## src/design/float_block_statistics_unit_defines.svh

```systemverilog
// assertion macros used by fbs_ctrl
`ifndef FLOAT_BLOCK_STATISTICS_UNIT_DEFINES_SVH
`define FLOAT_BLOCK_STATISTICS_UNIT_DEFINES_SVH

// property must hold at every clock edge outside reset
`define FBS_ASSERT(lbl, prop, msg) \
  lbl: assert property (@(posedge clk_i) disable iff (!rst_ni) (prop)) else $error(msg);

// condition must never be seen outside reset
`define FBS_NEVER(lbl, cond, msg) \
  lbl: assert property (@(posedge clk_i) disable iff (!rst_ni) !(cond)) else $error(msg);

`endif

```

## src/design/fbs_pkg.sv

```systemverilog
`default_nettype none
package fbs_pkg;

  localparam int COUNT_BITS = 24;
  localparam int SUM_W      = 31 + COUNT_BITS;
  localparam int DIV_W      = (SUM_W > 50) ? SUM_W : 50;
  localparam int DVS_W      = (COUNT_BITS > 24) ? COUNT_BITS : 24;
  localparam int DCNT_W     = $clog2(DIV_W + 1);

  localparam logic [31:0] FP_DEFAULT_NAN = 32'hFFC0_0000;
  localparam logic [7:0]  EXP_SPECIAL    = 8'hFF;

  typedef struct packed {
    logic accept;
    logic align;
    logic add;
    logic norm;
    logic prep;
    logic icap;
    logic fstart;
    logic fcap;
    logic post;
    logic load;
  } cmd_t;

  typedef struct packed {
    logic last;
    logic div_done;
  } sts_t;

  // leading zeros of a 32-bit word, 32 when zero
  function automatic logic [5:0] clz32(input logic [31:0] x);
    logic [5:0] n;
    logic       found;
    n     = 6'd32;
    found = 1'b0;
    for (int i = 31; i >= 0; i--) begin
      if (x[i] && !found) begin
        n     = 6'(31 - i);
        found = 1'b1;
      end
    end
    return n;
  endfunction

  // strict float less-than on raw bits, zeros of either sign compare equal
  function automatic logic flt_lt(input logic [31:0] a, input logic [31:0] b);
    logic r;
    if (a[30:0] == 31'd0 && b[30:0] == 31'd0) begin
      r = 1'b0;
    end else if (a[31] != b[31]) begin
      r = a[31];
    end else if (!a[31]) begin
      r = a[30:0] < b[30:0];
    end else begin
      r = a[30:0] > b[30:0];
    end
    return r;
  endfunction

endpackage
`default_nettype wire

```

## src/design/fbs_fadd.sv

```systemverilog
`default_nettype none
module fbs_fadd import fbs_pkg::*; (
  input  wire logic        clk_i,
  input  wire logic        align_i,
  input  wire logic        add_i,
  input  wire logic [31:0] a_i,
  input  wire logic [31:0] b_i,
  output logic      [31:0] sum_o
);

  logic        swap;
  logic [31:0] big, sml;
  logic [7:0]  ebig, esml, eeb, ees, d;
  logic [4:0]  sh;
  logic [23:0] msm;
  logic [53:0] w;
  logic [31:0] spec_val;

  logic        sgn_q, sub_q, spec_q;
  logic [7:0]  eeb_q;
  logic [26:0] mbig_q, al_q;
  logic [31:0] specv_q;
  logic [27:0] s_q;

  always_comb begin
    swap = b_i[30:0] > a_i[30:0];
    big  = swap ? b_i : a_i;
    sml  = swap ? a_i : b_i;
    ebig = big[30:23];
    esml = sml[30:23];
    eeb  = (ebig == 8'd0) ? 8'd1 : ebig;
    ees  = (esml == 8'd0) ? 8'd1 : esml;
    d    = eeb - ees;
    sh   = (d > 8'd27) ? 5'd27 : d[4:0];
    msm  = {esml != 8'd0, sml[22:0]};
    w    = {msm, 3'b000, 27'd0} >> sh;
    if (big[22:0] != 23'd0) begin
      spec_val = {big[31], EXP_SPECIAL, 1'b1, big[21:0]};
    end else if (esml == EXP_SPECIAL && (big[31] ^ sml[31])) begin
      spec_val = FP_DEFAULT_NAN;
    end else begin
      spec_val = big;
    end
  end

  always_ff @(posedge clk_i) begin
    if (align_i) begin
      sgn_q   <= big[31];
      sub_q   <= big[31] ^ sml[31];
      eeb_q   <= eeb;
      mbig_q  <= {ebig != 8'd0, big[22:0], 3'b000};
      al_q    <= {w[53:28], w[27] | (|w[26:0])};
      spec_q  <= (ebig == EXP_SPECIAL);
      specv_q <= spec_val;
    end
    if (add_i) begin
      s_q <= sub_q ? ({1'b0, mbig_q} - {1'b0, al_q}) : ({1'b0, mbig_q} + {1'b0, al_q});
    end
  end

  // normalize and round to nearest even
  logic [5:0]  lz;
  logic [7:0]  lim, sft;
  logic [26:0] m;
  logic [8:0]  e9;
  logic [31:0] base, r;
  logic        inc;

  always_comb begin
    lz  = clz32({s_q[26:0], 5'd0});
    lim = eeb_q - 8'd1;
    sft = ({2'b00, lz} > lim) ? lim : {2'b00, lz};
    if (s_q[27]) begin
      m  = {s_q[27:2], s_q[1] | s_q[0]};
      e9 = {1'b0, eeb_q} + 9'd1;
    end else begin
      m  = s_q[26:0] << sft[4:0];
      e9 = {1'b0, eeb_q} - {1'b0, sft};
    end
    base = {e9 - 9'd1, 23'd0} + {8'd0, m[26:3]};
    inc  = m[2] & (m[1] | m[0] | base[0]);
    r    = base + {31'd0, inc};
    if (spec_q) begin
      sum_o = specv_q;
    end else if (s_q == 28'd0) begin
      sum_o = {sgn_q & ~sub_q, 31'd0};
    end else if (r[31:23] >= 9'd255) begin
      sum_o = {sgn_q, EXP_SPECIAL, 23'd0};
    end else begin
      sum_o = {sgn_q, r[30:0]};
    end
  end

endmodule
`default_nettype wire

```

## src/design/fbs_div.sv

```systemverilog
`default_nettype none
module fbs_div import fbs_pkg::*; (
  input  wire logic             clk_i,
  input  wire logic             rst_ni,
  input  wire logic             start_i,
  input  wire logic [DIV_W-1:0] dividend_i,
  input  wire logic [DVS_W-1:0] divisor_i,
  output logic                  done_o,
  output logic      [DIV_W-1:0] quo_o,
  output logic                  rem_nz_o
);

  logic [DCNT_W-1:0] cnt_q;
  logic              done_q;
  logic [DIV_W-1:0]  quo_q;
  logic [DVS_W-1:0]  rem_q, dvs_q;
  logic [DVS_W:0]    trial, diff;
  logic              ge;

  always_comb begin
    trial = {rem_q, quo_q[DIV_W-1]};
    ge    = trial >= {1'b0, dvs_q};
    diff  = trial - {1'b0, dvs_q};
  end

  // restoring division, one quotient bit a cycle
  always_ff @(posedge clk_i or negedge rst_ni) begin
    if (!rst_ni) begin
      cnt_q  <= '0;
      done_q <= 1'b0;
    end else begin
      done_q <= 1'b0;
      if (start_i) begin
        cnt_q <= DCNT_W'(DIV_W);
      end else if (cnt_q != '0) begin
        cnt_q <= cnt_q - 1'b1;
        if (cnt_q == DCNT_W'(1)) done_q <= 1'b1;
      end
    end
  end

  always_ff @(posedge clk_i) begin
    if (start_i) begin
      quo_q <= dividend_i;
      rem_q <= '0;
      dvs_q <= divisor_i;
    end else if (cnt_q != '0) begin
      quo_q <= {quo_q[DIV_W-2:0], ge};
      rem_q <= ge ? diff[DVS_W-1:0] : trial[DVS_W-1:0];
    end
  end

  assign done_o   = done_q;
  assign quo_o    = quo_q;
  assign rem_nz_o = rem_q != '0;

endmodule
`default_nettype wire

```

## src/design/fbs_datapath.sv

```systemverilog
`default_nettype none
module fbs_datapath import fbs_pkg::*; (
  input  wire logic         clk_i,
  input  wire logic         rst_ni,
  input  wire cmd_t         cmd_i,
  output sts_t              sts_o,
  input  wire logic [31:0]  value_bits_i,
  input  wire logic         last_item_i,
  output logic      [191:0] res_data_o,
  output logic      [3:0]   res_flags_o
);

  logic [COUNT_BITS-1:0] cnt_q;
  logic [31:0] min_q, max_q, sum_q, v_q;
  logic [30:0] mmax_q, mmin_q, mnz_q;
  logic [SUM_W-1:0] msum_q;
  logic last_q;

  logic [30:0] mag;
  logic first;
  logic [31:0] fadd_sum;

  assign mag   = value_bits_i[30:0];
  assign first = cnt_q == '0;

  fbs_fadd u_fadd (
    .clk_i  (clk_i),
    .align_i(cmd_i.align),
    .add_i  (cmd_i.add),
    .a_i    (sum_q),
    .b_i    (v_q),
    .sum_o  (fadd_sum)
  );

  always_ff @(posedge clk_i or negedge rst_ni) begin
    if (!rst_ni) begin
      cnt_q  <= '0;
      sum_q  <= '0;
      mmax_q <= 31'd1;
      mmin_q <= 31'h7FFF_FFFF;
      mnz_q  <= 31'h7FFF_FFFF;
      msum_q <= '0;
      min_q  <= '0;
      max_q  <= '0;
      last_q <= 1'b0;
    end else if (cmd_i.load) begin
      cnt_q  <= '0;
      sum_q  <= '0;
      mmax_q <= 31'd1;
      mmin_q <= 31'h7FFF_FFFF;
      mnz_q  <= 31'h7FFF_FFFF;
      msum_q <= '0;
    end else if (cmd_i.accept) begin
      if (cnt_q != '1) cnt_q <= cnt_q + 1'b1;
      if (first || flt_lt(value_bits_i, min_q)) min_q <= value_bits_i;
      if (first || flt_lt(max_q, value_bits_i)) max_q <= value_bits_i;
      if (mag > mmax_q) mmax_q <= mag;
      if (mag < mmin_q) mmin_q <= mag;
      if (mag != 31'd0 && mag < mnz_q) mnz_q <= mag;
      msum_q <= msum_q + SUM_W'(mag);
      last_q <= last_item_i;
    end else if (cmd_i.norm) begin
      sum_q <= fadd_sum;
    end
  end

  always_ff @(posedge clk_i) begin
    if (cmd_i.accept) v_q <= value_bits_i;
  end

  // count to float and sum unpack
  logic [31:0] c32;
  logic [5:0]  clzc, lza;
  logic [63:0] cx;
  logic [24:0] mr;
  logic        cinc;
  logic [7:0]  ea_fld, eeff;
  logic [23:0] ma24;

  logic [23:0] mb_q, ma_q;
  logic [5:0]  eb_q;
  logic signed [9:0] ea_q;
  logic        az_q, aspec_q;

  always_comb begin
    c32    = 32'(cnt_q);
    clzc   = clz32(c32);
    cx     = {c32, 32'd0} << clzc;
    cinc   = cx[39] & ((|cx[38:0]) | cx[40]);
    mr     = {1'b0, cx[63:40]} + {24'd0, cinc};
    ea_fld = sum_q[30:23];
    eeff   = (ea_fld == 8'd0) ? 8'd1 : ea_fld;
    ma24   = {ea_fld != 8'd0, sum_q[22:0]};
    lza    = clz32({ma24, 8'd0});
  end

  always_ff @(posedge clk_i) begin
    if (cmd_i.prep) begin
      mb_q    <= mr[24] ? mr[24:1] : mr[23:0];
      eb_q    <= 6'd31 - clzc + {5'd0, mr[24]};
      ma_q    <= ma24 << lza[4:0];
      ea_q    <= $signed({2'b00, eeff}) - 10'sd127 - $signed({4'd0, lza});
      az_q    <= sum_q[30:0] == 31'd0;
      aspec_q <= ea_fld == EXP_SPECIAL;
    end
  end

  // shared divider: magnitude mean first, then float mantissa quotient
  logic             div_start, div_done, div_rnz;
  logic [DIV_W-1:0] div_dvd, div_quo;
  logic [DVS_W-1:0] div_dvs;

  assign div_start = cmd_i.prep | cmd_i.fstart;
  assign div_dvd   = cmd_i.prep ? DIV_W'(msum_q) : DIV_W'({ma_q, 26'd0});
  assign div_dvs   = cmd_i.prep ? DVS_W'(cnt_q) : DVS_W'(mb_q);

  fbs_div u_div (
    .clk_i     (clk_i),
    .rst_ni    (rst_ni),
    .start_i   (div_start),
    .dividend_i(div_dvd),
    .divisor_i (div_dvs),
    .done_o    (div_done),
    .quo_o     (div_quo),
    .rem_nz_o  (div_rnz)
  );

  logic [31:0] qmag_q;
  logic [26:0] fq_q;
  logic        frnz_q;

  always_ff @(posedge clk_i) begin
    if (cmd_i.icap) qmag_q <= div_quo[31:0];
    if (cmd_i.fcap) begin
      fq_q   <= div_quo[26:0];
      frnz_q <= div_rnz;
    end
  end

  // quotient exponent, underflow shift and rounding
  logic signed [9:0] ebias, shs;
  logic [26:0] m27;
  logic [7:0]  expo;
  logic [4:0]  dsh;
  logic [53:0] dw;
  logic [30:0] dbase, dr;
  logic        dinc;
  logic [31:0] mean_d, mean_q;

  always_comb begin
    ebias = ea_q - $signed({4'd0, eb_q}) - $signed({9'd0, ~fq_q[26]}) + 10'sd127;
    m27   = fq_q[26] ? fq_q : {fq_q[25:0], 1'b0};
    shs   = 10'sd1 - ebias;
    if (ebias >= 10'sd1) begin
      expo = 8'(ebias - 10'sd1);
      dsh  = 5'd0;
    end else begin
      expo = 8'd0;
      dsh  = (shs > 10'sd27) ? 5'd27 : shs[4:0];
    end
    dw    = {m27, 27'd0} >> dsh;
    dbase = {expo, 23'd0} + {7'd0, dw[53:30]};
    dinc  = dw[29] & ((|dw[28:0]) | frnz_q | dbase[0]);
    dr    = dbase + {30'd0, dinc};
    if (az_q) begin
      mean_d = {sum_q[31], 31'd0};
    end else if (aspec_q) begin
      mean_d = (sum_q[22:0] != 23'd0) ? {sum_q[31], EXP_SPECIAL, 1'b1, sum_q[21:0]} : sum_q;
    end else begin
      mean_d = {sum_q[31], dr};
    end
  end

  always_ff @(posedge clk_i) begin
    if (cmd_i.post) mean_q <= mean_d;
  end

  logic [30:0] mnz_out;
  logic        neg, pos;

  assign mnz_out = (mnz_q > mmax_q) ? (mmax_q - 31'd1) : mnz_q;
  assign neg     = min_q[31] & (|min_q[30:0]);
  assign pos     = ~max_q[31] & (|max_q[30:0]);

  always_ff @(posedge clk_i) begin
    if (cmd_i.load) begin
      res_data_o  <= {2'b00, qmag_q, mean_q, mnz_out, mmax_q, max_q, min_q};
      res_flags_o <= {neg & pos, pos, neg, mmin_q == 31'd0};
    end
  end

  assign sts_o.last     = last_q;
  assign sts_o.div_done = div_done;

endmodule
`default_nettype wire

```

## src/design/fbs_ctrl.sv

```systemverilog
`default_nettype none
`include "float_block_statistics_unit_defines.svh"
module fbs_ctrl import fbs_pkg::*; (
  input  wire logic clk_i,
  input  wire logic rst_ni,
  input  wire logic s_tvalid_i,
  output logic      s_tready_o,
  output logic      m_tvalid_o,
  input  wire logic m_tready_i,
  output cmd_t      cmd_o,
  input  wire sts_t sts_i
);

  typedef enum logic [3:0] {
    S_IDLE, S_ALIGN, S_ADD, S_NORM, S_PREP, S_IDIV, S_FSTART, S_FDIV, S_POST, S_LOAD
  } state_e;

  state_e state_q;
  logic   mvalid_q;
  logic   out_free;

  assign out_free   = !mvalid_q || m_tready_i;
  assign s_tready_o = state_q == S_IDLE;
  assign m_tvalid_o = mvalid_q;

  always_comb begin
    cmd_o        = '0;
    cmd_o.accept = (state_q == S_IDLE) && s_tvalid_i;
    cmd_o.align  = state_q == S_ALIGN;
    cmd_o.add    = state_q == S_ADD;
    cmd_o.norm   = state_q == S_NORM;
    cmd_o.prep   = state_q == S_PREP;
    cmd_o.icap   = (state_q == S_IDIV) && sts_i.div_done;
    cmd_o.fstart = state_q == S_FSTART;
    cmd_o.fcap   = (state_q == S_FDIV) && sts_i.div_done;
    cmd_o.post   = state_q == S_POST;
    cmd_o.load   = (state_q == S_LOAD) && out_free;
  end

  always_ff @(posedge clk_i or negedge rst_ni) begin
    if (!rst_ni) begin
      state_q  <= S_IDLE;
      mvalid_q <= 1'b0;
    end else begin
      if (mvalid_q && m_tready_i) mvalid_q <= 1'b0;
      case (state_q)
        S_IDLE:   if (s_tvalid_i) state_q <= S_ALIGN;
        S_ALIGN:  state_q <= S_ADD;
        S_ADD:    state_q <= S_NORM;
        S_NORM:   state_q <= sts_i.last ? S_PREP : S_IDLE;
        S_PREP:   state_q <= S_IDIV;
        S_IDIV:   if (sts_i.div_done) state_q <= S_FSTART;
        S_FSTART: state_q <= S_FDIV;
        S_FDIV:   if (sts_i.div_done) state_q <= S_POST;
        S_POST:   state_q <= S_LOAD;
        S_LOAD: begin
          if (out_free) begin
            mvalid_q <= 1'b1;
            state_q  <= S_IDLE;
          end
        end
        default:  state_q <= S_IDLE;
      endcase
    end
  end

  `FBS_ASSERT(a_cmd_onehot, $onehot0(cmd_o), "more than one datapath command at once")
  `FBS_NEVER(a_done_unexpected, sts_i.div_done && !(state_q == S_IDIV || state_q == S_FDIV), "divider finished outside a wait state")
  `FBS_ASSERT(a_load_shows, cmd_o.load |=> m_tvalid_o, "loaded result not offered")

endmodule
`default_nettype wire

```

## src/design/float_block_statistics_unit.sv

```systemverilog
// each input beat is accepted, then passes the align, add and round steps of the float sum adder
// the last beat of a block then runs the iterative divider, one bit a cycle, once for the
// magnitude mean and once for the float mean
// one result beat per block, held in an output register until taken
// rst_ni is asynchronous and active low: clears the accumulated statistics and the output valid
`default_nettype none
module float_block_statistics_unit import fbs_pkg::*; (
  input  wire logic         clk_i,
  input  wire logic         rst_ni,
  input  wire logic         s_axis_tvalid_i,
  output logic              s_axis_tready_o,
  input  wire logic [31:0]  s_axis_tdata_i,  // value_bits
  input  wire logic         s_axis_tlast_i,
  output logic              m_axis_tvalid_o,
  input  wire logic         m_axis_tready_i,
  // min_value, max_value, max_magnitude, min_nonzero_magnitude, mean_value, mean_magnitude
  output logic      [191:0] m_axis_tdata_o,
  // has_zero, has_negative, has_positive, both_signs
  output logic      [3:0]   m_axis_tuser_o
);

  cmd_t cmd;
  sts_t sts;

  fbs_ctrl u_ctrl (
    .clk_i     (clk_i),
    .rst_ni    (rst_ni),
    .s_tvalid_i(s_axis_tvalid_i),
    .s_tready_o(s_axis_tready_o),
    .m_tvalid_o(m_axis_tvalid_o),
    .m_tready_i(m_axis_tready_i),
    .cmd_o     (cmd),
    .sts_i     (sts)
  );

  fbs_datapath u_dp (
    .clk_i       (clk_i),
    .rst_ni      (rst_ni),
    .cmd_i       (cmd),
    .sts_o       (sts),
    .value_bits_i(s_axis_tdata_i),
    .last_item_i (s_axis_tlast_i),
    .res_data_o  (m_axis_tdata_o),
    .res_flags_o (m_axis_tuser_o)
  );

endmodule
`default_nettype wire
```

## config.mk

```make
export PLATFORM = sky130hd
export DESIGN_NAME = float_block_statistics_unit
export DESIGN_NICKNAME = d
export VERILOG_FILES = /design/src/design/fbs_pkg.sv /design/src/design/fbs_fadd.sv /design/src/design/fbs_div.sv /design/src/design/fbs_datapath.sv /design/src/design/fbs_ctrl.sv /design/src/design/float_block_statistics_unit.sv
export VERILOG_INCLUDE_DIRS = /design/src /design/src/design
export SDC_FILE = /design/constraint.sdc
export NUM_CORES = 2
export LEC_CHECK = 0
export BUFFER_PORTS_ARGS = -buffer_cell sky130_fd_sc_hd__buf_2
export CAP_MARGIN = 20
export CORE_AREA = 3 3 322 324
export CTS_CLUSTER_SIZE = 28
export DETAILED_ROUTE_END_ITERATION = 12
export DIE_AREA = 0 0 325 327
export PLACE_DENSITY = 0.86
export SLEW_MARGIN = 20
export SYNTH_ARGS = -nofsm -noshare
export SYNTH_HDL_FRONTEND = slang
export SYNTH_SLANG_ARGS = --single-unit
```

## constraint.sdc

```tcl
create_clock -name clk_i -period 20.5 [get_ports clk_i]
set_clock_uncertainty 0.2 [all_clocks]
set_input_delay 4.1 -clock clk_i [delete_from_list [all_inputs] [get_ports clk_i]]
set_output_delay 4.1 -clock clk_i [all_outputs]
set_load 0.02 [all_outputs]
```

**Yosys cells after proc, flatten, opt, wreduce, memory -nomap -nowiden**

Cells that the tools add are included.

- Register bits after elaboration: 890
- Input bits: 37
- Output and inout port bits: 198
- Word-level logic and storage cells: 541

- Add/sub/neg operators: 26
- Order comparisons: 15
- Equal/unequal tests: 21
- Shifts and indexed selects: 5
- Multiplexer cells: 216
- Bitwise gates (word level): 20
- Reduce and logical (&&, ||, !) cells: 198

Operators with widths:

| kind | number |
|---|---|
| 6-bit 2-to-1 mux | 77 |
| 31-bit 2-to-1 mux | 13 |
| 32-bit 2-to-1 mux | 9 |
| 55-bit 2-to-1 mux | 5 |
| 31-bit greater-than comparator | 5 |
| 31-bit logical NOT | 5 |
| 31-bit less-than comparator | 4 |
| 24-bit 2-to-1 mux | 5 |
| 54-bit by 5-bit right shift with 54-bit output | 2 |
| 1-bit 2-to-1 mux | 88 |
| 1-bit logical AND | 81 |
| 1-bit logical NOT | 73 |
| 56-bit by 6-bit << shifter with 64-bit output | 1 |
| 31-bit OR reduction | 2 |
| 55-bit by 31-bit adder with 55-bit output | 1 |
| 27-bit 2-to-1 mux | 2 |
| 23-bit nonzero test | 2 |
| 8-bit 2-to-1 mux | 5 |
| 4-bit one-hot mux with 10 select lines | 1 |
| 39-bit OR reduction | 1 |
| 32-bit by 1-bit adder with 32-bit output | 1 |
| 32-bit by 24-bit adder with 32-bit output | 1 |
| 31-bit by 1-bit adder with 31-bit output | 1 |
| 31-bit by 24-bit adder with 31-bit output | 1 |
| 64 further kinds | 115 |

**Depth between registers and ports, before layout**

- Depth in word-level cells: 95
- Depth in mapped cells: 40
- Gate-level depth less buffers: 34

**Hierarchy**

A second synthesis with hierarchy kept.

- Cell total of the unflattened synthesis: 6075
- Area, all modules: 59970.0 sq um

By module, submodules not included:

| module | instances | cells an instance | area each (sq um) | seq. area each (sq um) |
|---|---|---|---|---|
| fbs_datapath | 1 | 3700 | 38799.7 | 18341.3 |
| fbs_fadd | 1 | 1840 | 15061.9 | 3663.5 |
| fbs_div | 1 | 490 | 5740.5 | 3027.9 |
| fbs_ctrl | 1 | 45 | 367.9 | 125.1 |

**Worst setup path before layout**

OpenSTA, ideal clock, no wires.

- Kind: input to register
- Start: input port m_axis_tready_i
- End: register u_dp.res_data_o[0], enable pin
- Library setup time: 635 ps
- Arrival: 10109 ps
- Required time: 19665 ps
- Path slack: 9556 ps
- Cell stages on the path: 5
- Buffers on the path: 2
- Cell sequence: nor2b_1 or3_1 clkbuf_1 inv_1 clkbuf_1

RTL lines:

| what | RTL line | RTL |
|---|---|---|
| start, declared | float_block_statistics_unit.sv:15 | `input wire logic m_axis_tready_i,` |
| end signal, assigned | fbs_datapath.sv:187 | `res_data_o <= {2'b00, qmag_q, mean_q, mnz_out, mmax_q, max_q, min_q};` |
| end, declared | fbs_datapath.sv:9 | `output logic [191:0] res_data_o,` |

**Worst setup path in the final report**

- Start: register u_dp.sum_q[29]
- End: register u_dp.u_fadd.al_q[0] (data pin)

- Cells in the longest elaborated chain, start to end: 10
- Elaborated cells between the ends (all ways): 14
- Those cells by class: add/sub (1); order compare (2); shift (1); mux (5); bitwise (1); reduce/logical (4)

RTL lines:

| what | RTL line | RTL |
|---|---|---|
| start, declared | fbs_datapath.sv:14 | `logic [31:0] min_q, max_q, sum_q, v_q;` |
| start signal, assigned | fbs_datapath.sv:63 | `sum_q <= fadd_sum;` |
| 31-bit greater-than comparator | fbs_fadd.sv:26 | `swap = b_i[30:0] > a_i[30:0];` |
| 32-bit 2-to-1 mux (*) | fbs_fadd.sv:27 | `big = swap ? b_i : a_i;` |
| 8-bit logical NOT | fbs_fadd.sv:31 | `eeb = (ebig == 8'd0) ? 8'd1 : ebig;` |
| 8-bit 2-to-1 mux (*) | fbs_fadd.sv:31 |  |
| via u_dp.u_fadd.eeb[6] | fbs_fadd.sv:13 | `logic [7:0] ebig, esml, eeb, ees, d;` |
| 8-bit subtractor (*) | fbs_fadd.sv:33 | `d = eeb - ees;` |
| 8-bit by 5-bit greater-than comparator with 1-bit output (*) | fbs_fadd.sv:34 | `sh = (d > 8'd27) ? 5'd27 : d[4:0];` |
| 5-bit 2-to-1 mux (*) | fbs_fadd.sv:34 |  |
| 54-bit by 5-bit right shift with 54-bit output (*) | fbs_fadd.sv:36 | `w = {msm, 3'b000, 27'd0} >> sh;` |
| 27-bit OR reduction | fbs_fadd.sv:52 | `al_q <= {w[53:28], w[27] \| (\|w[26:0])};` |
| 1-bit bitwise OR (*) | fbs_fadd.sv:52 |  |
| end signal, assigned | fbs_fadd.sv:52 |  |
| end, declared | fbs_fadd.sv:21 | `logic [26:0] mbig_q, al_q;` |

The timed path passes the listed nets; every way through them passes the cells marked *.
A chain may end at the register's enable or synchronous reset.

==> metrics.txt <==
CP most frequent cell=mux2i_1; most frequent cells in the layout=edfxtp_1, nor2_1, nand2_1, inv_1, ha_1; CTS tree=yes; Synth async-reset ratio=0.316; Post-CTS Setup Bufs=0; vias in the first global route=approximately 47000; Synth Cell Area=just under 60000 um2; worst min-delay path startpoint=u_dp.mean_q[2]$_SDFFCE_PP0P_; final wirelength=184000 um; # hold bufs at CTS=0; fin area=64000 um2; Vert. Die Dim=between 300 and 400 um; P_sw=0.00510 W; worst slew pin tran=1.14 ns; largest net degree at the start of global routing=95; Mean Syn Cell Area=a little under 10 um2; core area=about 100000 um2; # DRC=0; Synth Instances=about 5900; Pleak=around 27 nW; run status=complete, no violations; clk buf depth=3; Comb pwr share=0.564; crit path from=u_dp.sum_q[29]$_DFFE_PN0P_; Final Net Count=6434; Vias/cell=around 6.6; final max-slew violation count=0; 1st-pass router iterations=6; Total Power=approximately 0.011 W; Hold WS=0.217 ns; Cell Area, Placed=about 61000 um2; Seq/Total Area, Yosys=0.431; vias=49400; CP Data Arrival Time=10.13 ns; Crit-path slowest cell=buf_4; post-synthesis cell type count=117; CP Launch Type=flip-flop; total track usage=0.337; Flop pwr share=0.278; Fin. Hold Viols=0; die area=~110000 um2; antenna viol nets, final=0; Crit path required time=a little over 20 ns; post-place setup slack=between 10 and 15 ns; FP Rows=~120; H-Tree Depth=3; Internal Power=approximately 0.006 W; clock buffer count from CTS=94; wire per inst=24.6 um; Yosys reg bits=890; RSZ-0062 raised after global routing=no; antenna violations before repair=16; grt total ovfl=0; Post-synth top flop=edfxtp_1; DRT iter0 DRCs=roughly 5700; detailed placement HPWL=approximately 130000 um; Switching Share=0.463; first-pass GRT wire length=roughly 280000 um; minimum clock period=just under 10 ns; Max-slew headroom=0.238; Reg clk slew, reported paths=roughly 0.070 ns; initial core utilization=0.576; Max-Cap Viols=0; IO Count=around 240; synthesis-to-layout area growth=9.61%; Syn. warnings=0; CP Capture Type=flip-flop; overall die width=approximately 330 um; worst reg2reg startpoint=u_dp.sum_q[29]$_DFFE_PN0P_; final setup margin=about 11 ns; commonest non-fill, non-tap cell in the layout=edfxtp_1; Post-synth EDFFs=585; TNS Setup=0 ns; Clk pwr share=0.158; period utilization=0.484; I/O Buffers=232; share of layout cells above drive strength 1=0.129; WS Path Type=flip-flop to flip-flop; Root Driver=clkbuf_16; Num Clock Sinks=890; Routability Congestion=~1; Cell Pwr Density=172 nW/um2; final setup fails=0; worst min path class=flip-flop to flip-flop; CP max stage delay=approximately 0.63 ns; CP Max Fanout=60; fmax=between 0.1 and 0.15 GHz; Gates resized, CTS repair=0; maximum VDD drop=roughly 0.00012 V; Worst-Skew Late Latency=just under 0.7 ns
-- flip-flops by register name (all words and copies together) (netlist names), 28 cells and up --
signal	flops
u_dp.qmag_q	32
u_dp.u_fadd.specv_q	32
u_dp.sum_q	32
u_dp.u_div.quo_o	55
u_dp.min_q	32
u_dp.max_q	32
u_dp.mmin_q	31
u_dp.u_fadd.s_q	28
u_dp.v_q	32
u_dp.res_data_o	190
u_dp.msum_q	55
u_dp.mnz_q	31
u_dp.mmax_q	31
u_dp.mean_q	32
-- worst max-delay path: cells and delay by family (launching register included) --
family          cells  cell delay, ns
xor+xnor            1            0.31
fa+ha+maj           3            0.77
flops               1            0.45
buf+inv             5            1.26
mux                 6            1.78
simple gates       13            3.65
compound gates      6            1.11
-- logic make-up (layout without fill, tap and decap cells) --
kind of cell,count (synthesis),count (layout),synth area share
simple gates,1755,1755,0.147
other cells,1,14,0.0000642
compound gates,1383,1383,0.156
flops,890,890,0.431
mux,537,537,0.0999
fa+ha+maj,393,393,0.0851
buf+inv,701,883,0.0461
xor+xnor,237,237,0.0357
-- per-stage QoR --
| step | util | instances |
|---|---|---|
| after floorplan | - | 5899 |
| final | 0.631 | 7460 |
| after detailed placement | 0.600 | 7276 |
| after global placement | 0.600 | 7276 |
| after global routing | 0.631 | 7450 |
| after CTS | 0.631 | 7449 |
-- power groups by stage --
stage | Combinational [W] | Clock (W) | Sequential [W]
final | 0.00621 | 0.00174 | 0.00306
after global routing | 0.00673 | 0.00182 | 0.00308
after detailed placement | 0.00600 | 0 | 0.00305
after CTS | 0.00606 | 0.00175 | 0.00303
after floorplan | 0.00454 | 0 | 0.00279
after global placement | 0.00588 | 0 | 0.00304
-- cell usage after synthesis (all sizes together), types with 38 or more instances --
cell type | count | area (um2)
a22o | 38 | 333
a21oi | 314 | 1590
a22oi | 46 | 345
o211ai | 84 | 631
nand2b | 62 | 388
and3 | 50 | 313
inv | 399 | 1500
nand2 | 451 | 1700
a211oi | 63 | 483
nor2 | 460 | 1730
dfstp | 63 | 1660
nand4 | 95 | 601
clkbuf | 245 | 920
and2 | 40 | 253
o21ai | 340 | 1750
nor2b | 58 | 363
mux2i | 381 | 3830
dfrtp | 218 | 5460
nor4 | 96 | 628
a31oi | 68 | 425
ha | 386 | 4830
or3 | 47 | 299
xnor2 | 165 | 1450
nor3 | 116 | 581
nand3 | 178 | 891
buf | 54 | 260
xor2 | 72 | 631
edfxtp | 585 | 17600
mux2 | 134 | 1510
a21o | 88 | 661
-- final timing paths --
kind / to / slack [ns] / depth (start not counted)
worst max-delay path: u_dp.u_fadd.al_q[0]$_DFFE_PP_ / 10.59 / 34
worst min-delay path: u_dp.res_data_o[128]$_DFFE_PP_ / 0.22 / 0
worst max register to register: u_dp.u_fadd.al_q[0]$_DFFE_PP_ / 10.59 / 34
worst min register to register: u_dp.res_data_o[128]$_DFFE_PP_ / 0.22 / 0
max in group asynchronous: u_dp.sum_q[24]$_DFFE_PN0P_ / 15.29 / 2
min in group asynchronous: u_dp.cnt_q[19]$_DFFE_PN0P_ / 3.23 / 1
-- routing by layer --
metal,wire [um],GRT usage,vias up
met1,72600,0.459,23800
met3,20500,0.0704,577
li1,-,-,22100
met4,8950,0.154,8
met5,59,0,-
met2,81600,0.519,2951
-- final cells by class --
cell class | count | area, um2
fillers | 7902 | 37400
multi-input cells | 4308 | 30800
flip-flops and latches | 890 | 25200
clock buffers | 110 | 2430
repair buffers | 308 | 1740
well taps | 1368 | 1710
inverters | 402 | 1520
clock inverters | 63 | 677
diodes | 11 | 27.5
Note: power is estimated with default switching activity, not from simulation.
